===== config.mk =====
export PLATFORM = sky130hd
export DESIGN_NAME = serial_actuator_command_parser_flat
export DESIGN_NICKNAME = d
export VERILOG_FILES = /design/src/design/sacp_pkg.sv /design/src/design/sacp_in_if.sv /design/src/design/sacp_out_if.sv /design/src/design/sacp_ram.sv /design/src/design/sacp_dp.sv /design/src/design/sacp_ctrl.sv /design/src/design/serial_actuator_command_parser.sv /design/src/flat_wrapper.sv
export VERILOG_INCLUDE_DIRS = /design/src /design/src/design
export SDC_FILE = /design/constraint.sdc
export NUM_CORES = 1
export LEC_CHECK = 0
export ABC_AREA = 1
export BUFFER_PORTS_ARGS = -buffer_cell sky130_fd_sc_hd__buf_2
export CORE_ASPECT_RATIO = 1.5
export CORE_MARGIN = 3
export CORE_UTILIZATION = 33
export DETAILED_ROUTE_END_ITERATION = 12
export SLEW_MARGIN = 25
export SYNTH_ARGS = -nofsm -noshare
export SYNTH_HDL_FRONTEND = slang
export SYNTH_SLANG_ARGS = --single-unit

===== constraint.sdc =====
create_clock -name clk -period 10.4 [get_ports clk]
set_input_delay 0.52 -clock clk [delete_from_list [all_inputs] [get_ports clk]]
set_output_delay 0.52 -clock clk [all_outputs]
set_load 0.01 [all_outputs]

===== src/design/assert_macros.svh =====
// assertion macros used by the command parser controller
// no dependencies; take in with `include after the default_nettype line
`ifndef ASSERT_MACROS_SVH
`define ASSERT_MACROS_SVH

// clocked assertion with async active-low reset, fixed message
`define SACP_ASSERT(lbl, clk_s, rst_n_s, prop) \
	lbl: assert property (@(posedge clk_s) disable iff (!rst_n_s) prop) \
		else $error("sacp assertion failed");

// same, with a caller supplied message string
`define SACP_ASSERT_MSG(lbl, clk_s, rst_n_s, prop, msg) \
	lbl: assert property (@(posedge clk_s) disable iff (!rst_n_s) prop) \
		else $error(msg);

`endif


===== src/design/sacp_pkg.sv =====
// types, character codes and the duty table of the serial actuator command parser
// no dependencies; used by the controller, the datapath and the top level
`default_nettype none

package sacp_pkg;

	localparam int MAG_LIMIT = 100;
	localparam int DUTY_FULL = 255;
	localparam int MAG_W     = 7;
	localparam int POS_W     = 3;

	localparam logic [MAG_W-1:0] MAG_MAX = 7'd100;
	localparam logic [MAG_W-1:0] MAG_SAT = 7'd101;

	localparam logic [7:0] CH_NUL   = 8'h00;
	localparam logic [7:0] CH_TAB   = 8'h09;
	localparam logic [7:0] CH_LF    = 8'h0a;
	localparam logic [7:0] CH_CR    = 8'h0d;
	localparam logic [7:0] CH_SPACE = 8'h20;
	localparam logic [7:0] CH_PLUS  = "+";
	localparam logic [7:0] CH_MINUS = "-";
	localparam logic [7:0] CH_ZERO  = "0";
	localparam logic [7:0] CH_NINE  = "9";
	localparam logic [7:0] CH_C     = "c";
	localparam logic [7:0] CH_E     = "e";
	localparam logic [7:0] CH_F     = "f";
	localparam logic [7:0] CH_M     = "m";
	localparam logic [7:0] CH_N     = "n";
	localparam logic [7:0] CH_O     = "o";
	localparam logic [7:0] CH_P     = "p";
	localparam logic [7:0] CH_R     = "r";
	localparam logic [7:0] CH_S     = "s";
	localparam logic [7:0] CH_T     = "t";
	localparam logic [7:0] CH_V     = "v";

	typedef enum logic [1:0] {
		WORD_COMP,
		WORD_VENT,
		WORD_SERVO
	} word_t;

	typedef enum logic [2:0] {
		ACT_COMP_RELAY = 3'd0,
		ACT_VENT_RELAY = 3'd1,
		ACT_VENT_DUTY  = 3'd2,
		ACT_SERVO_DUTY = 3'd3,
		ACT_UNKNOWN    = 3'd4
	} action_t;

	typedef struct packed {
		logic    store;
		logic    scan_start;
		logic    scan_run;
		logic    clear_len;
		logic    word_set;
		word_t   word;
		logic    pos_inc;
		logic    mag_digit;
		logic    set_neg;
		logic    emit;
		action_t action;
		logic    relay_level;
		logic    use_duty;
	} dp_cmd_t;

	typedef struct packed {
		logic  ch_valid;
		logic  c_zero;
		logic  c_blank;
		logic  c_ws;
		logic  c_digit;
		logic  c_plus;
		logic  c_minus;
		logic  c_o;
		logic  c_n;
		logic  c_f;
		logic  lead_found;
		word_t lead_word;
		logic  word_hit;
		logic  word_last;
		word_t word;
		logic  rx_eol;
		logic  line_empty;
	} dp_sts_t;

	typedef logic [7:0] duty_tbl_t [0:MAG_LIMIT];

	function automatic duty_tbl_t build_duty_tbl();
		duty_tbl_t t;
		for (int i = 0; i <= MAG_LIMIT; i++) begin
			t[i] = 8'((i * DUTY_FULL) / MAG_LIMIT);
		end
		return t;
	endfunction

	localparam duty_tbl_t DUTY_TBL = build_duty_tbl();

	// expected character of a command word at a position
	function automatic logic [7:0] word_char(word_t w, logic [POS_W-1:0] pos);
		logic [7:0] c;
		c = CH_NUL;
		case (w)
			WORD_COMP: begin
				case (pos)
					3'd0: c = CH_C;
					3'd1: c = CH_O;
					3'd2: c = CH_M;
					3'd3: c = CH_P;
					default: c = CH_NUL;
				endcase
			end
			WORD_VENT: begin
				case (pos)
					3'd0: c = CH_V;
					3'd1: c = CH_E;
					3'd2: c = CH_N;
					3'd3: c = CH_T;
					default: c = CH_NUL;
				endcase
			end
			WORD_SERVO: begin
				case (pos)
					3'd0: c = CH_S;
					3'd1: c = CH_E;
					3'd2: c = CH_R;
					3'd3: c = CH_V;
					3'd4: c = CH_O;
					default: c = CH_NUL;
				endcase
			end
			default: c = CH_NUL;
		endcase
		return c;
	endfunction

	function automatic logic [POS_W-1:0] word_last_pos(word_t w);
		logic [POS_W-1:0] p;
		case (w)
			WORD_SERVO: p = 3'd4;
			default:    p = 3'd3;
		endcase
		return p;
	endfunction

endpackage

`default_nettype wire


===== src/design/sacp_in_if.sv =====
// input channel of the command parser: one received serial byte per item
// no dependencies
`default_nettype none

interface sacp_in_if;
	logic       valid;
	logic       ready;
	logic [7:0] rx_byte;

	modport source (output valid, output rx_byte, input ready);
	modport sink (input valid, input rx_byte, output ready);
endinterface

`default_nettype wire


===== src/design/sacp_out_if.sv =====
// result channel of the command parser: one actuator command per item
// no dependencies
`default_nettype none

interface sacp_out_if;
	logic       valid;
	logic       ready;
	logic [2:0] action;
	logic       relay_level;
	logic [7:0] duty;

	modport source (output valid, output action, output relay_level, output duty, input ready);
	modport sink (input valid, input action, input relay_level, input duty, output ready);
endinterface

`default_nettype wire


===== src/design/sacp_ram.sv =====
// generic single write port, single read port ram with registered read data
// no dependencies
`default_nettype none

module sacp_ram #(
	parameter int WIDTH = 8,
	parameter int DEPTH = 32
) (
	input  wire logic                     clk,
	input  wire logic                     we,
	input  wire logic [$clog2(DEPTH)-1:0] waddr,
	input  wire logic [WIDTH-1:0]         wdata,
	input  wire logic                     re,
	input  wire logic [$clog2(DEPTH)-1:0] raddr,
	output      logic [WIDTH-1:0]         rdata
);

	logic [WIDTH-1:0] mem_q [0:DEPTH-1];

	always_ff @(posedge clk) begin
		if (we) begin
			mem_q[waddr] <= wdata;
		end
		if (re) begin
			rdata <= mem_q[raddr];
		end
	end

endmodule

`default_nettype wire


===== src/design/sacp_dp.sv =====
// datapath of the command parser: line store, length, scan pointer, number and result
// depends on sacp_pkg and sacp_ram
`default_nettype none

module sacp_dp #(
	parameter int LINE_BYTES = 32
) (
	input  wire logic               clk,
	input  wire logic               arst_n,
	input  wire logic [7:0]         rx_byte,
	input  wire sacp_pkg::dp_cmd_t  cmd,
	output      sacp_pkg::dp_sts_t  sts,
	output      logic [2:0]         action,
	output      logic               relay_level,
	output      logic [7:0]         duty
);

	localparam int AW = $clog2(LINE_BYTES);
	localparam logic [AW-1:0] LEN_MAX = AW'(LINE_BYTES - 1);

	logic [AW-1:0]                  len_q;
	logic [AW-1:0]                  rd_idx_q;
	logic [AW-1:0]                  idx_s1;
	logic                           ch_valid_s1;
	logic [7:0]                     rdata_s1;
	sacp_pkg::word_t                word_q;
	logic [sacp_pkg::POS_W-1:0]     pos_q;
	logic [sacp_pkg::MAG_W-1:0]     mag_q;
	logic                           neg_q;
	logic [2:0]                     action_q;
	logic                           relay_q;
	logic [7:0]                     duty_q;

	logic                           wr_en;
	logic [7:0]                     ch;
	logic [9:0]                     mag_acc;
	logic [sacp_pkg::MAG_W-1:0]     mag_next;
	logic [sacp_pkg::MAG_W-1:0]     mag_eff;

	assign wr_en = cmd.store && (len_q < LEN_MAX);

	sacp_ram #(
		.WIDTH (8),
		.DEPTH (LINE_BYTES)
	) u_line_ram (
		.clk   (clk),
		.we    (wr_en),
		.waddr (len_q),
		.wdata (rx_byte),
		.re    (cmd.scan_run),
		.raddr (rd_idx_q),
		.rdata (rdata_s1)
	);

	// past the stored length the line reads as a terminating zero
	assign ch = (idx_s1 < len_q) ? rdata_s1 : sacp_pkg::CH_NUL;

	always_comb begin
		sts.ch_valid   = ch_valid_s1;
		sts.c_zero     = (ch == sacp_pkg::CH_NUL);
		sts.c_blank    = (ch == sacp_pkg::CH_SPACE) || (ch == sacp_pkg::CH_TAB);
		sts.c_ws       = (ch == sacp_pkg::CH_SPACE) ||
		                 ((ch >= sacp_pkg::CH_TAB) && (ch <= sacp_pkg::CH_CR));
		sts.c_digit    = (ch >= sacp_pkg::CH_ZERO) && (ch <= sacp_pkg::CH_NINE);
		sts.c_plus     = (ch == sacp_pkg::CH_PLUS);
		sts.c_minus    = (ch == sacp_pkg::CH_MINUS);
		sts.c_o        = (ch == sacp_pkg::CH_O);
		sts.c_n        = (ch == sacp_pkg::CH_N);
		sts.c_f        = (ch == sacp_pkg::CH_F);
		sts.lead_found = 1'b1;
		if (ch == sacp_pkg::CH_C) begin
			sts.lead_word = sacp_pkg::WORD_COMP;
		end else if (ch == sacp_pkg::CH_V) begin
			sts.lead_word = sacp_pkg::WORD_VENT;
		end else begin
			sts.lead_word  = sacp_pkg::WORD_SERVO;
			sts.lead_found = (ch == sacp_pkg::CH_S);
		end
		sts.word_hit   = (ch == sacp_pkg::word_char(word_q, pos_q));
		sts.word_last  = (pos_q == sacp_pkg::word_last_pos(word_q));
		sts.word       = word_q;
		sts.rx_eol     = (rx_byte == sacp_pkg::CH_CR) || (rx_byte == sacp_pkg::CH_LF);
		sts.line_empty = (len_q == '0);
	end

	// decimal accumulate, sticks at one past the limit once exceeded
	always_comb begin
		mag_acc = 10'(mag_q) * 10'd10 + 10'(ch - sacp_pkg::CH_ZERO);
		if (mag_acc > 10'(sacp_pkg::MAG_MAX)) begin
			mag_next = sacp_pkg::MAG_SAT;
		end else begin
			mag_next = mag_acc[sacp_pkg::MAG_W-1:0];
		end
		if (neg_q) begin
			mag_eff = '0;
		end else if (mag_q > sacp_pkg::MAG_MAX) begin
			mag_eff = sacp_pkg::MAG_MAX;
		end else begin
			mag_eff = mag_q;
		end
	end

	always_ff @(posedge clk or negedge arst_n) begin
		if (!arst_n) begin
			len_q       <= '0;
			rd_idx_q    <= '0;
			ch_valid_s1 <= 1'b0;
			idx_s1      <= '0;
			word_q      <= sacp_pkg::WORD_COMP;
			pos_q       <= '0;
			mag_q       <= '0;
			neg_q       <= 1'b0;
		end else begin
			ch_valid_s1 <= cmd.scan_run;
			if (wr_en) begin
				len_q <= len_q + AW'(1);
			end else if (cmd.clear_len) begin
				len_q <= '0;
			end
			if (cmd.scan_start) begin
				rd_idx_q <= '0;
				mag_q    <= '0;
				neg_q    <= 1'b0;
			end else begin
				if (cmd.scan_run) begin
					idx_s1 <= rd_idx_q;
					if (rd_idx_q < LEN_MAX) begin
						rd_idx_q <= rd_idx_q + AW'(1);
					end
				end
				if (cmd.mag_digit) begin
					mag_q <= mag_next;
				end
				if (cmd.set_neg) begin
					neg_q <= 1'b1;
				end
			end
			if (cmd.word_set) begin
				word_q <= cmd.word;
				pos_q  <= 3'd1;
			end else if (cmd.pos_inc) begin
				pos_q <= pos_q + 3'd1;
			end
		end
	end

	always_ff @(posedge clk) begin
		if (cmd.emit) begin
			action_q <= cmd.action;
			relay_q  <= cmd.relay_level;
			duty_q   <= cmd.use_duty ? sacp_pkg::DUTY_TBL[mag_eff] : 8'h00;
		end
	end

	assign action      = action_q;
	assign relay_level = relay_q;
	assign duty        = duty_q;

endmodule

`default_nettype wire


===== src/design/sacp_ctrl.sv =====
// controller of the command parser: line collection and the one-pass parse of a line
// depends on sacp_pkg and assert_macros.svh
`default_nettype none
`include "assert_macros.svh"

module sacp_ctrl (
	input  wire logic              clk,
	input  wire logic              arst_n,
	input  wire logic              rx_valid,
	output      logic              rx_ready,
	output      logic              out_valid,
	input  wire logic              out_ready,
	input  wire sacp_pkg::dp_sts_t sts,
	output      sacp_pkg::dp_cmd_t cmd
);

	typedef enum logic [3:0] {
		ST_IDLE,
		ST_LEAD,
		ST_WORD,
		ST_SKIPW,
		ST_SKIPB,
		ST_SW_O,
		ST_SW_OF,
		ST_DWS,
		ST_DDIG
	} state_t;

	state_t state_q;
	state_t state_d;
	logic   out_valid_q;
	logic   rx_acc;

	// a line end waits until the previous result has been taken
	assign rx_ready  = (state_q == ST_IDLE) && (!sts.rx_eol || !out_valid_q);
	assign rx_acc    = rx_valid && rx_ready;
	assign out_valid = out_valid_q;

	always_comb begin
		logic              go_arg;
		logic              go_duty;
		logic              done;
		logic              sw_fail;
		sacp_pkg::action_t relay_act;
		sacp_pkg::action_t duty_act;

		go_arg  = 1'b0;
		go_duty = 1'b0;
		done    = 1'b0;
		sw_fail = 1'b0;
		relay_act = (sts.word == sacp_pkg::WORD_COMP) ? sacp_pkg::ACT_COMP_RELAY
		                                              : sacp_pkg::ACT_VENT_RELAY;
		duty_act  = (sts.word == sacp_pkg::WORD_SERVO) ? sacp_pkg::ACT_SERVO_DUTY
		                                               : sacp_pkg::ACT_VENT_DUTY;
		state_d = state_q;
		cmd     = '0;

		case (state_q)
			ST_IDLE: begin
				if (rx_acc) begin
					if (!sts.rx_eol) begin
						cmd.store = 1'b1;
					end else if (!sts.line_empty) begin
						cmd.scan_start = 1'b1;
						state_d        = ST_LEAD;
					end
				end
			end
			ST_LEAD: begin
				cmd.scan_run = 1'b1;
				if (sts.ch_valid && !sts.c_blank) begin
					if (sts.c_zero) begin
						done = 1'b1;
					end else if (sts.lead_found) begin
						cmd.word_set = 1'b1;
						cmd.word     = sts.lead_word;
						state_d      = ST_WORD;
					end else begin
						cmd.emit   = 1'b1;
						cmd.action = sacp_pkg::ACT_UNKNOWN;
						done       = 1'b1;
					end
				end
			end
			ST_WORD: begin
				cmd.scan_run = 1'b1;
				if (sts.ch_valid) begin
					if (!sts.word_hit) begin
						cmd.emit   = 1'b1;
						cmd.action = sacp_pkg::ACT_UNKNOWN;
						done       = 1'b1;
					end else if (sts.word_last) begin
						state_d = ST_SKIPW;
					end else begin
						cmd.pos_inc = 1'b1;
					end
				end
			end
			ST_SKIPW: begin
				cmd.scan_run = 1'b1;
				if (sts.ch_valid) begin
					if (sts.c_blank) begin
						state_d = ST_SKIPB;
					end else if (sts.c_zero) begin
						go_arg = 1'b1;
					end
				end
			end
			ST_SKIPB: begin
				cmd.scan_run = 1'b1;
				if (sts.ch_valid && !sts.c_blank) begin
					go_arg = 1'b1;
				end
			end
			ST_SW_O: begin
				cmd.scan_run = 1'b1;
				if (sts.ch_valid) begin
					if (sts.c_n) begin
						cmd.emit        = 1'b1;
						cmd.action      = relay_act;
						cmd.relay_level = 1'b1;
						done            = 1'b1;
					end else if (sts.c_f) begin
						state_d = ST_SW_OF;
					end else begin
						sw_fail = 1'b1;
					end
				end
			end
			ST_SW_OF: begin
				cmd.scan_run = 1'b1;
				if (sts.ch_valid) begin
					if (sts.c_f) begin
						cmd.emit   = 1'b1;
						cmd.action = relay_act;
						done       = 1'b1;
					end else begin
						sw_fail = 1'b1;
					end
				end
			end
			ST_DWS: begin
				cmd.scan_run = 1'b1;
				if (sts.ch_valid) begin
					go_duty = 1'b1;
				end
			end
			ST_DDIG: begin
				cmd.scan_run = 1'b1;
				if (sts.ch_valid) begin
					if (sts.c_digit) begin
						cmd.mag_digit = 1'b1;
					end else begin
						cmd.emit     = 1'b1;
						cmd.action   = duty_act;
						cmd.use_duty = 1'b1;
						done         = 1'b1;
					end
				end
			end
			default: begin
				state_d = ST_IDLE;
			end
		endcase

		// argument starts here: on/off first (not servo), else the percent number; comp without on/off gives no result
		if (go_arg) begin
			if (sts.c_o && (sts.word != sacp_pkg::WORD_SERVO)) begin
				state_d = ST_SW_O;
			end else if (sts.word == sacp_pkg::WORD_COMP) begin
				done = 1'b1;
			end else begin
				go_duty = 1'b1;
			end
		end

		// a failed on/off ends the line: vent gets a percent that starts at the letter o, so zero; comp gets no result
		if (sw_fail) begin
			done = 1'b1;
			if (sts.word != sacp_pkg::WORD_COMP) begin
				cmd.emit     = 1'b1;
				cmd.action   = duty_act;
				cmd.use_duty = 1'b1;
			end
		end

		if (go_duty) begin
			if (sts.c_ws) begin
				state_d = ST_DWS;
			end else if (sts.c_plus) begin
				state_d = ST_DDIG;
			end else if (sts.c_minus) begin
				cmd.set_neg = 1'b1;
				state_d     = ST_DDIG;
			end else if (sts.c_digit) begin
				cmd.mag_digit = 1'b1;
				state_d       = ST_DDIG;
			end else begin
				cmd.emit     = 1'b1;
				cmd.action   = duty_act;
				cmd.use_duty = 1'b1;
				done         = 1'b1;
			end
		end

		if (done) begin
			cmd.clear_len = 1'b1;
			state_d       = ST_IDLE;
		end
	end

	always_ff @(posedge clk or negedge arst_n) begin
		if (!arst_n) begin
			state_q     <= ST_IDLE;
			out_valid_q <= 1'b0;
		end else begin
			state_q <= state_d;
			if (cmd.emit) begin
				out_valid_q <= 1'b1;
			end else if (out_ready) begin
				out_valid_q <= 1'b0;
			end
		end
	end

	`SACP_ASSERT_MSG(a_no_overwrite, clk, arst_n, cmd.emit |-> !out_valid_q, "result overwritten")
	`SACP_ASSERT(a_result_from_scan, clk, arst_n, $rose(out_valid_q) |-> $past(state_q) != ST_IDLE)
	`SACP_ASSERT(a_no_rx_in_scan, clk, arst_n, (state_q != ST_IDLE) |-> !rx_acc)
	`SACP_ASSERT(a_store_not_scan, clk, arst_n, !(cmd.store && cmd.scan_run))

endmodule

`default_nettype wire


===== src/design/serial_actuator_command_parser.sv =====
// Serial actuator command parser. Each input item is one received byte; a byte
// that is not CR or LF is stored (up to LINE_BYTES-1 per line, the rest dropped)
// and is taken whenever the parser is idle. A CR or LF that ends a non-empty line
// starts a scan of the line store ram, one character per cycle through its
// registered read port, and the input is held until that scan is done. A line
// end is also held while the previous result has not been taken. Each line gives
// at most one result item: comp on/off, vent on/off or percent, servo percent,
// or an unknown word.
// depends on sacp_pkg, sacp_in_if, sacp_out_if, sacp_ram, sacp_dp and sacp_ctrl
`default_nettype none

module serial_actuator_command_parser #(
	parameter int LINE_BYTES = 32
) (
	input wire logic   clk,
	input wire logic   arst_n,
	sacp_in_if.sink    rx,
	sacp_out_if.source res
);

	sacp_pkg::dp_cmd_t cmd;
	sacp_pkg::dp_sts_t sts;

	sacp_ctrl u_ctrl (
		.clk       (clk),
		.arst_n    (arst_n),
		.rx_valid  (rx.valid),
		.rx_ready  (rx.ready),
		.out_valid (res.valid),
		.out_ready (res.ready),
		.sts       (sts),
		.cmd       (cmd)
	);

	sacp_dp #(
		.LINE_BYTES (LINE_BYTES)
	) u_dp (
		.clk         (clk),
		.arst_n      (arst_n),
		.rx_byte     (rx.rx_byte),
		.cmd         (cmd),
		.sts         (sts),
		.action      (res.action),
		.relay_level (res.relay_level),
		.duty        (res.duty)
	);

endmodule

`default_nettype wire

===== src/flat_wrapper.sv =====
// flat-port wrapper written by rule: the top's interface ports become plain ports
module serial_actuator_command_parser_flat 
#(
	parameter int LINE_BYTES = 32
)
  (clk, arst_n, rx_valid, rx_rx_byte, rx_ready, res_valid, res_action, res_relay_level, res_duty, res_ready);
  sacp_in_if rx_i ();
  sacp_out_if res_i ();
  input wire logic clk;
  input wire logic arst_n;
  input wire logic [$bits(rx_i.valid)-1:0] rx_valid;
  input wire logic [$bits(rx_i.rx_byte)-1:0] rx_rx_byte;
  output wire logic [$bits(rx_i.ready)-1:0] rx_ready;
  output wire logic [$bits(res_i.valid)-1:0] res_valid;
  output wire logic [$bits(res_i.action)-1:0] res_action;
  output wire logic [$bits(res_i.relay_level)-1:0] res_relay_level;
  output wire logic [$bits(res_i.duty)-1:0] res_duty;
  input wire logic [$bits(res_i.ready)-1:0] res_ready;
  assign rx_i.valid = rx_valid;
  assign rx_i.rx_byte = rx_rx_byte;
  assign rx_ready = rx_i.ready;
  assign res_valid = res_i.valid;
  assign res_action = res_i.action;
  assign res_relay_level = res_i.relay_level;
  assign res_duty = res_i.duty;
  assign res_i.ready = res_ready;
  serial_actuator_command_parser #(.LINE_BYTES(LINE_BYTES)) u_core (.clk(clk), .arst_n(arst_n), .rx(rx_i), .res(res_i));
endmodule

# Word-level counts from Yosys, hierarchy flattened

Memories as Yosys holds them, arrays and structs flattened. A register that Yosys moved wholly into a read port is not among the register bits.
Index checks and enable logic that the tools add are counted.

Memories: 2
Logic and storage cells: 230
Input bits: 12
Bits in writable memories: 256
Register bits after elaboration: 38
Output and inout port bits: 14
Bits in latches: 0
ROM bits: 1024

Memory list:

| memory                       | depth | width | read ports | clocked after memory_dff | wr ports | RTL line       | source |
|---|---|---|---|---|---|---|---|
| (no name shown)              | 128   | 8     | 1          | 1                        | 0        | sacp_dp.sv:151 | `duty_q <= cmd.use_duty ? sacp_pkg::DUTY_TBL[mag_eff] : 8'h00;` |
| u_core.u_dp.u_line_ram.mem_q | 32    | 8     | 1          | 1                        | 1        | sacp_ram.sv:18 | `logic [WIDTH-1:0] mem_q [0:DEPTH-1];` |

Reductions and logical operators: 33
Equal/unequal tests: 29
Shifts and indexed selects: 0
Add/sub/neg operators: 5
Multiplexer cells: 137
$mul: 1
Div/mod/pow operators: 0
Magnitude comparators: 9
Bitwise gates (word level): 2

Operators by type and width:

| cell                                                            | number |
|---|---|
| 2-to-1 mux 4 bit                                                | 35 |
| 2-to-1 mux 1 bit                                                | 66 |
| one-hot mux 7 bit (4 select lines)                              | 2 |
| == test 8 x 7 -> 1 bit (second input constant)                  | 6 |
| 2-to-1 mux 5 bit                                                | 7 |
| 2-to-1 mux 7 bit                                                | 5 |
| one-hot mux 7 bit (5 select lines)                              | 1 |
| == test 8 x 4 -> 1 bit (second input constant)                  | 3 |
| == test 8 x 6 -> 1 bit (second input constant)                  | 3 |
| one-hot mux 4 bit (6 select lines)                              | 1 |
| one-hot mux 8 bit (3 select lines)                              | 1 |
| 2-to-1 mux 3 bit                                                | 7 |
| one-hot mux 4 bit (5 select lines)                              | 1 |
| 2-to-1 mux 6 bit                                                | 3 |
| == test 4 x 3 -> 1 bit (second input constant)                  | 4 |
| nonzero test 2 bit                                              | 8 |
| adder 10 bit                                                    | 1 |
| adder 5 x 1 -> 5 bit (second input constant)                    | 2 |
| greater-than comparator 10 x 7 -> 1 bit (second input constant) | 1 |
| less-than comparator 5 bit (second input constant)              | 2 |
| multiplier 7 x 3 -> 9 bit (second input constant)               | 1 |
| subtractor 8 x 6 -> 9 bit (second input constant)               | 1 |
| == test 4 x 2 -> 1 bit (second input constant)                  | 2 |
| == test 8 bit                                                   | 1 |
| 33 further kinds                                                | 52 |

# Logic depth before layout (Yosys ltp)

Gate-level depths: netlist of run 1.

Word-level depth: 21
Mapped depth: 25
Mapped depth without buffers: 23

# Hierarchy

A second synthesis of run 1 with hierarchy kept.

Cells, all modules: 1767
Area total of the unflattened synthesis: 16149.2 um^2

By module, submodules not included:

| module    | area an instance (um^2) | sequential area each (um^2) | cells an instance | instances |
|---|---|---|---|---|
| sacp_ram  | 10866.7                 | 7927.6                      | 922               | 1 |
| sacp_dp   | 4400.5                  | 1086.0                      | 666               | 1 |
| sacp_ctrl | 882.1                   | 125.1                       | 179               | 1 |

# Worst setup path after synthesis of run 1

No wires, ideal clock.

Path type: register to register
From: register u_core.u_dp.len_q[2]
To: register u_core.u_dp.action_q[0] (netlist: u_core.u_dp.action[0]) (enable)
Library setup time: 0.361 ns
Period minus slack after synthesis: 3.377 ns
Data required time: 10.039 ns
Cell stages (with the launch flop): 20
Path buffers: 1
Arrival time: 3.016 ns
Setup slack: 7.023 ns
Cell sequence: dfrtp_1 > clkbuf_1 > inv_1 > ha_1 > nand2_1 > nand2_2 > a21oi_4 > nand2_1 > nor2_2 > inv_2 > ha_1 > inv_1 > nor2_1 > nand4_1 > nor2_1 > a21oi_1 > nand3_2 > nand2_4 > nand4_4 > nand3_1

RTL lines:

| what                   | RTL line       | source |
|---|---|---|
| from (decl)            | sacp_dp.sv:21  | `logic [AW-1:0] len_q;` |
| from (signal assigned) | sacp_dp.sv:116 | `len_q <= len_q + AW'(1);` |
| to (signal assigned)   | sacp_dp.sv:149 | `action_q <= cmd.action;` |
| to (decl)              | sacp_dp.sv:30  | `logic [2:0] action_q;` |

==> flow_summary.yaml, run 1 <==
critical_path:
  regToRegSetupSlack_ns: 6.49
  rr_worst_depth: 16
  worst_path_largest_cell_delay_ns: 0.48
  critPathArrivalTime_ns: 4.01
  worst_ep_required_time_ns: 10.50
  rr_startpoint: "u_core.u_dp.len_q[2]"
  crit_type: "reg -> reg"
  endpoint_kind: "flop"
  reg2reg_to: "u_core.u_dp.action[0]"
  start_kind: "flop"
  cp_slowest_cell: "dfrtp_1"
  crit_chain: "inv_1 -> ha_1 -> nand2_1 -> nand2_2 -> a21oi_4 -> nand3_1 -> inv_2 -> ha_1 -> inv_1 -> nor2_1 -> nand4_1 -> nor3_2 -> inv_2 -> o2111ai_1 -> or2_1 -> nand3_1"
  critPathMaxFanout: 12
timing:
  finalCritPeriodShare_pct: 37.6
  setup-tns-final_ns: 0
  slew_headroom_pct: 33.2
  rsz0062_at_grt: "false"
  setup_viol_count_final: 0
  skew_ns: 0.0169
  fmax_mhz: 256
  final.min_clock_period_ns: 3.91
  worstMarginPinSlew_ns: 0.993
  final_hold_viol_count: 0
  final_max_slew_viol_count: 0
synthesis:
  avgSynthCellArea_um2: 10.3
  synth_nets: 1561
  yosysSeqAreaShare_pct: 59.2
  synth_common_cells: "edfxtp_1, nor2_1, nand2_1, o21ai_0, inv_1"
  synth-edff-count: 276
  synth-seq-cells: 310
  synth_warnings: 0
  ys.flop_type: "edfxtp_1"
  yosysTopAreaCell: "edfxtp_1"
  synth.most_common_cell: "edfxtp_1"
  synthDistinctLibCells: 61
  syn-cell-area_um2: 15400
  postSynthCellCount: 1499
  synth_top_area_share_pct: 53.7
  ys_top_cells_by_area: "edfxtp_1, nor2_1, o21ai_0"
  synth-async-reset-ratio_pct: 11.0
global_route:
  antenna_found_initial: 0
  grt_max_degree: 75
  first_global_vias: 11100
  grt_pass1_wl_um: 62600
  grt-ovfl-total: 0
  grt_usage_pct: 16.0
run_status:
  outcome: "complete, no violations"
power_and_ir_drop:
  p_leak_nw: 6.28
  vdd_drop_max_mv: 0.149
  p_per_area_nw_per_um2: 279
clocking:
  cts_tree: "yes"
  root_buffer: "clkbuf_16"
  clk_path_buf_depth: 3
  cts_resized: 0
  clkSlewWorstSetupHoldPaths_ns: 0.06
  postCtsSetupBuffers: 0
  clk-insertion-delay-late_ns: 0.53
  hold_buffers: 0
  cts_sinks: 310
  numCtsBuffers: 34
  htreeDepth: 2
cells_and_area:
  utilization_pct: 37.4
  drive_gt1_share_pct: 10.9
  diodes: 0
  area.growth.synth_to_final_pct: 11.6
  fill_cells: 4522
  final_nets: 1573
floorplan:
  core_area_um2: 46000
  die_w_um: 183
  die_h_um: 271
  io_pins: 26
  start_util_pct: 33.6
  die_area_um2: 49500
  rows: 96
routing:
  post_drt_via_cell_ratio: 5.33
  drt_iter0_drc: 1003
  drc: 0
  drt-wirelength-per-cell_um: 19.1
  wl_um: 40600
  drt_first_pass_iters: 6
  postRouteAntennaNets: 0
  routed-via-count: 11300
worst_hold_path:
  hp-class: "in -> async"
placement:
  portBuffers: 25
  dp_hpwl_um: 26900
  routabilityCongestion: 0.902
run:
  drv_cap: 0
cells in the final DEF (no fill, tap or decap), types with 10 or more instances in the layout:
cell and count:
edfxtp_1 276, nor2_1 250, nand2_1 193, o21ai_0 175
inv_1 92, nand3_1 72, ha_1 48, o22ai_1 41
a21oi_1 40, clkbuf_16 35, dfrtp_1 32, buf_2 25
o221ai_1 22, nand2_2 14, inv_2 13, clkinv_1 13
nor3_1 13, a31oi_1 13, buf_4 13, nand4_1 10
xor2_1 10
cell families after synthesis:
kind of cell	share of synthesized area [%]
AO/OA/AOI/OAI	13.7
XOR/XNOR	0.851
adder cells (fa/ha/maj)	4.15
buffers and inverters	4.37
flip-flops	59.2
multiplexers	0.0648
AND/OR/NAND/NOR	17.7
cell type report:
class / instances / area, um2 / share of cell area [%]
Sequential cell: 310 / 9140 / 53.1
Multi-Input combinational cell: 1015 / 5620 / 32.6
Clock inverter: 20 / 175 / 1.02
Inverter: 112 / 424 / 2.46
Clock buffer: 42 / 902 / 5.24
Timing Repair Buffer: 38 / 223 / 1.29
Tap cell: 588 / 736 / 4.27
worst max-delay path: cells and delay by family (launching register included):
| family | cells | cell delay [ns] |
|---|---|---|
| simple gates | 8 | 1.62 |
| fa+ha+maj | 2 | 0.52 |
| flops | 1 | 0.48 |
| buf+inv | 4 | 0.47 |
| compound gates | 2 | 0.40 |
metal layers:
metal  GRT usage [%]  part of all wire, %  routed length, um
met1            18.1                   38              15400
met2            30.0                   53              21600
met3            2.58                  5.6               2290
met4            5.34                  3.0               1200
met5               0                    0                  0
how the worst max path moves through the flow:
stage	cells past startpoint	start	slack (ns)	end
floorplan	19	u_core.u_dp.len_q[2]	7.02	u_core.u_dp.action[0]
global placement	11	rx_rx_byte[2]	6.63	u_core.u_dp.u_line_ram.mem_q[18][5]
detailed placement	16	u_core.u_dp.len_q[2]	6.47	u_core.u_dp.duty[0]
CTS	16	u_core.u_dp.len_q[2]	6.46	u_core.u_dp.duty[1]
global route	18	u_core.u_dp.len_q[2]	6.15	u_core.u_dp.action[0]
finish	16	u_core.u_dp.len_q[2]	6.49	u_core.u_dp.action[0]
power by group:
group          leakage, nW  internal, mW  total (mW)  switching, mW
Combinational         2.88         0.656        2.04           1.38
Sequential            2.89          1.47        1.60          0.128
Clock                0.514         0.673        1.17          0.498
Total                 6.28          2.80        4.81           2.00
state kept, by name, indices dropped and copies added, names as in the netlist, 3 cells and up:
register                      count
u_core.u_dp.action                3
u_core.u_dp.u_line_ram.rdata      8
u_core.u_dp.rd_idx_q              5
u_core.u_dp.mag_q                 7
u_core.u_dp.pos_q                 3
u_core.u_dp.duty                  8
u_core.u_dp.len_q                 5
u_core.u_dp.idx_s1                5
u_core.u_ctrl.state_q             4
u_core.u_dp.u_line_ram.mem_q    256
per-stage QoR:
step	cells	power (mW)	area [um2]	worst slack (ns)	hold slack [ns]
4_1_cts	2125	4.83	17200	6.46	0.117
5_1_grt	2125	5.13	17200	6.15	0.166
6_report	2125	4.81	17200	6.49	0.0977
2_1_floorplan	1499	3.08	15400	7.02	0.224
3_5_place_dp	2063	3.65	16200	6.47	0.506
3_3_place_gp	2063	3.62	16200	6.63	0.494
Note: power is estimated with default switching activity, not from simulation.
==> run 2, diff against run 1 <==
- clock period: 10.4 -> 3.95 ns (I/O delays scaled with it)
==> run 2 against run 1 <==
Global-route usage rose by 0.79 points; worst setup slack worse by 6.1 ns; total power grew to 2.6 times the previous value; via count is 2.2% higher; final area rose by 2.1%; sequential share of layout area shrank 1.1 points; utilization rose by 0.79 points; die area unchanged; combinational power rose to 2.8 times the previous value; worst hold slack better by 0.033 ns; first-iteration DRC count is 17% lower; sequential cell count is the same; largest cell class unchanged.
==> flow_summary.yaml, run 2 (same netlist as run 1, synthesis figures left out) <==
critical_path:
  rr_worst_depth: 22
  rr_startpoint: "u_core.u_dp.len_q[4]"
  critPathArrivalTime_ns: 4.04
  reg2reg_to: "u_core.u_dp.mag_q[3]"
  start_kind: "flop"
  worst_path_largest_cell_delay_ns: 0.46
  cp_slowest_cell: "dfrtp_1"
  endpoint_kind: "flop"
  path_common_cell: "nand2_1"
  critPathMaxFanout: 7
  regToRegSetupSlack_ns: 0.35
  worst_ep_required_time_ns: 4.39
  crit_chain: "inv_1 -> ha_1 -> nand2_2 -> inv_2 -> a21oi_4 -> nand2_1 -> nor2_2 -> inv_2 -> ha_1 -> ha_1 -> a21o_1 -> nand2_1 -> nand2_1 -> nand2_1 -> nand2_1 -> a21oi_1 -> nand3b_1 -> nand2_1 -> nand2_1 -> nor2_1 -> nand2_1 -> nand2_1"
  crit_type: "reg -> reg"
cells_and_area:
  final_nets: 1622
  final_common_cell: "edfxtp_1"
  mostFrequentLayoutCells: "edfxtp_1, nor2_1, nand2_1, o21ai_0, inv_1"
  largest_reg_flops: 256
  drive_gt1_share_pct: 14.1
  regMostFlops: "u_core.u_dp.u_line_ram.mem_q"
  area.growth.synth_to_final_pct: 14.0
timing:
  final_hold_viol_count: 0
  setup_viol_count_final: 0
  skew_ns: 0.0398
  finalCritPeriodShare_pct: 91.0
  slew_headroom_pct: 43.2
  setup-tns-final_ns: 0
  final_max_slew_viol_count: 0
  worstMarginPinSlew_ns: 0.852
  rsz0062_at_grt: "false"
  final.min_clock_period_ns: 3.60
  fmax_mhz: 278
  finalWorstSetupSlack_ns: 0.354
run_status:
  outcome: "complete, no violations"
routing:
  drt_iter0_drc: 835
  post_drt_via_cell_ratio: 5.33
  drt_first_pass_iters: 5
  wl_um: 42200
  postRouteAntennaNets: 0
  routed-via-count: 11600
  drc: 0
  drt-wirelength-per-cell_um: 19.4
clocking:
  clk-insertion-delay-late_ns: 0.59
  numCtsBuffers: 31
  clkSlewWorstSetupHoldPaths_ns: 0.07
  root_buffer: "clkbuf_16"
  clk_path_buf_depth: 3
  cts_tree: "yes"
  postCtsSetupBuffers: 0
  cts_sinks: 310
  htreeDepth: 1
run:
  drv_cap: 0
power_and_ir_drop:
  vdd_drop_max_mv: 0.517
  p_per_area_nw_per_um2: 720
  p_leak_nw: 6.55
floorplan:
  start_util_pct: 33.6
  io_pins: 26
  die_area_um2: 49500
  die_h_um: 271
  core_area_um2: 46000
  die_w_um: 183
  rows: 96
worst_hold_path:
  min_from: "rx_valid"
  hp-class: "in -> reg"
  min_to: "u_core.u_dp.len_q[1]"
  min_delay_path_depth: 7
placement:
  routabilityCongestion: 0.955
  pre_cts_slack_ns: 0.244
  portBuffers: 25
  dp_hpwl_um: 28500
global_route:
  grt_pass1_wl_um: 65300
  first_global_vias: 11400
  grt_usage_pct: 16.8
  grt-ovfl-total: 0
  grt_max_degree: 70
  antenna_found_initial: 1
run 2: cell types whose count changed in the layout (fill, tap and decap cells not counted), moves of 2 or more:
cell,change
buf_12,+2
clkinvlp_4,-2
buf_4,+48
clkbuf_8,+3
clkinv_4,+5
clkbuf_16,-4
clkbuf_1,-4
clkinv_1,-4
dlygate4sd3_1,+2
run 2: per-layer routing:
layer / routed length [um] / track usage, %
met1: 16000 / 19.3
met5: 0 / 0
met2: 22800 / 31.4
met3: 1770 / 1.74
met4: 1640 / 6.44
run 2: worst max-delay path: cells and delay by family (launching register included):
| family | cells | cell delay [ns] |
|---|---|---|
| buf+inv | 3 | 0.25 |
| flops | 1 | 0.46 |
| compound gates | 3 | 0.62 |
| simple gates | 13 | 1.12 |
| fa+ha+maj | 3 | 0.98 |
run 2: repair_timing:
action,4_1_cts,5_1_grt
hold buffers,2,0
setup endpoints to repair,0,19
endpoints found under the hold margin,35,0
resized for setup,0,5
run 2: per-stage QoR:
stage	total power, mW	hold slack [ns]	area, um2	instances	util (%)
floorplan	8.10	-0.0981	15400	1499	-
global placement	9.71	0.352	16600	2113	36.0
detailed placement	9.77	0.357	16600	2113	36.0
CTS	12.7	0.111	17600	2171	38.2
global route	13.6	0.156	17600	2172	38.2
finish	12.7	0.131	17600	2172	38.2
run 2: cell type report:
| type | instances | area (um2) |
|---|---|---|
| diodes | 1 | 2.50 |
| clock buffers | 37 | 828 |
| clock inverters | 19 | 175 |
| fillers | 4497 | 28400 |
| inverters | 112 | 424 |
| multi-input cells | 1015 | 5640 |
| flip-flops and latches | 310 | 9140 |
| well taps | 588 | 736 |
| repair buffers | 90 | 643 |
run 2: power by group:
group	internal, mW	leakage, nW	switching, mW
logic	1.84	3.18	3.83
clock network	1.63	0.491	1.26
registers	3.88	2.89	0.234
total	7.35	6.55	5.32
run 2: worst max path at each step:
stage,depth (start not counted),slack [ns],startpoint,endpoint
final,22,0.35,u_core.u_dp.len_q[4],u_core.u_dp.mag_q[3]
after CTS,18,0.22,u_core.u_dp.len_q[4],u_core.u_dp.duty[0]
after floorplan,19,0.57,u_core.u_dp.len_q[2],u_core.u_dp.action[0]
after detailed placement,18,0.24,u_core.u_dp.len_q[4],u_core.u_dp.duty[0]
after global routing,22,0.04,u_core.u_dp.len_q[4],u_core.u_dp.mag_q[4]
after global placement,23,0.35,u_core.u_dp.len_q[4],u_core.u_dp.mag_q[4]
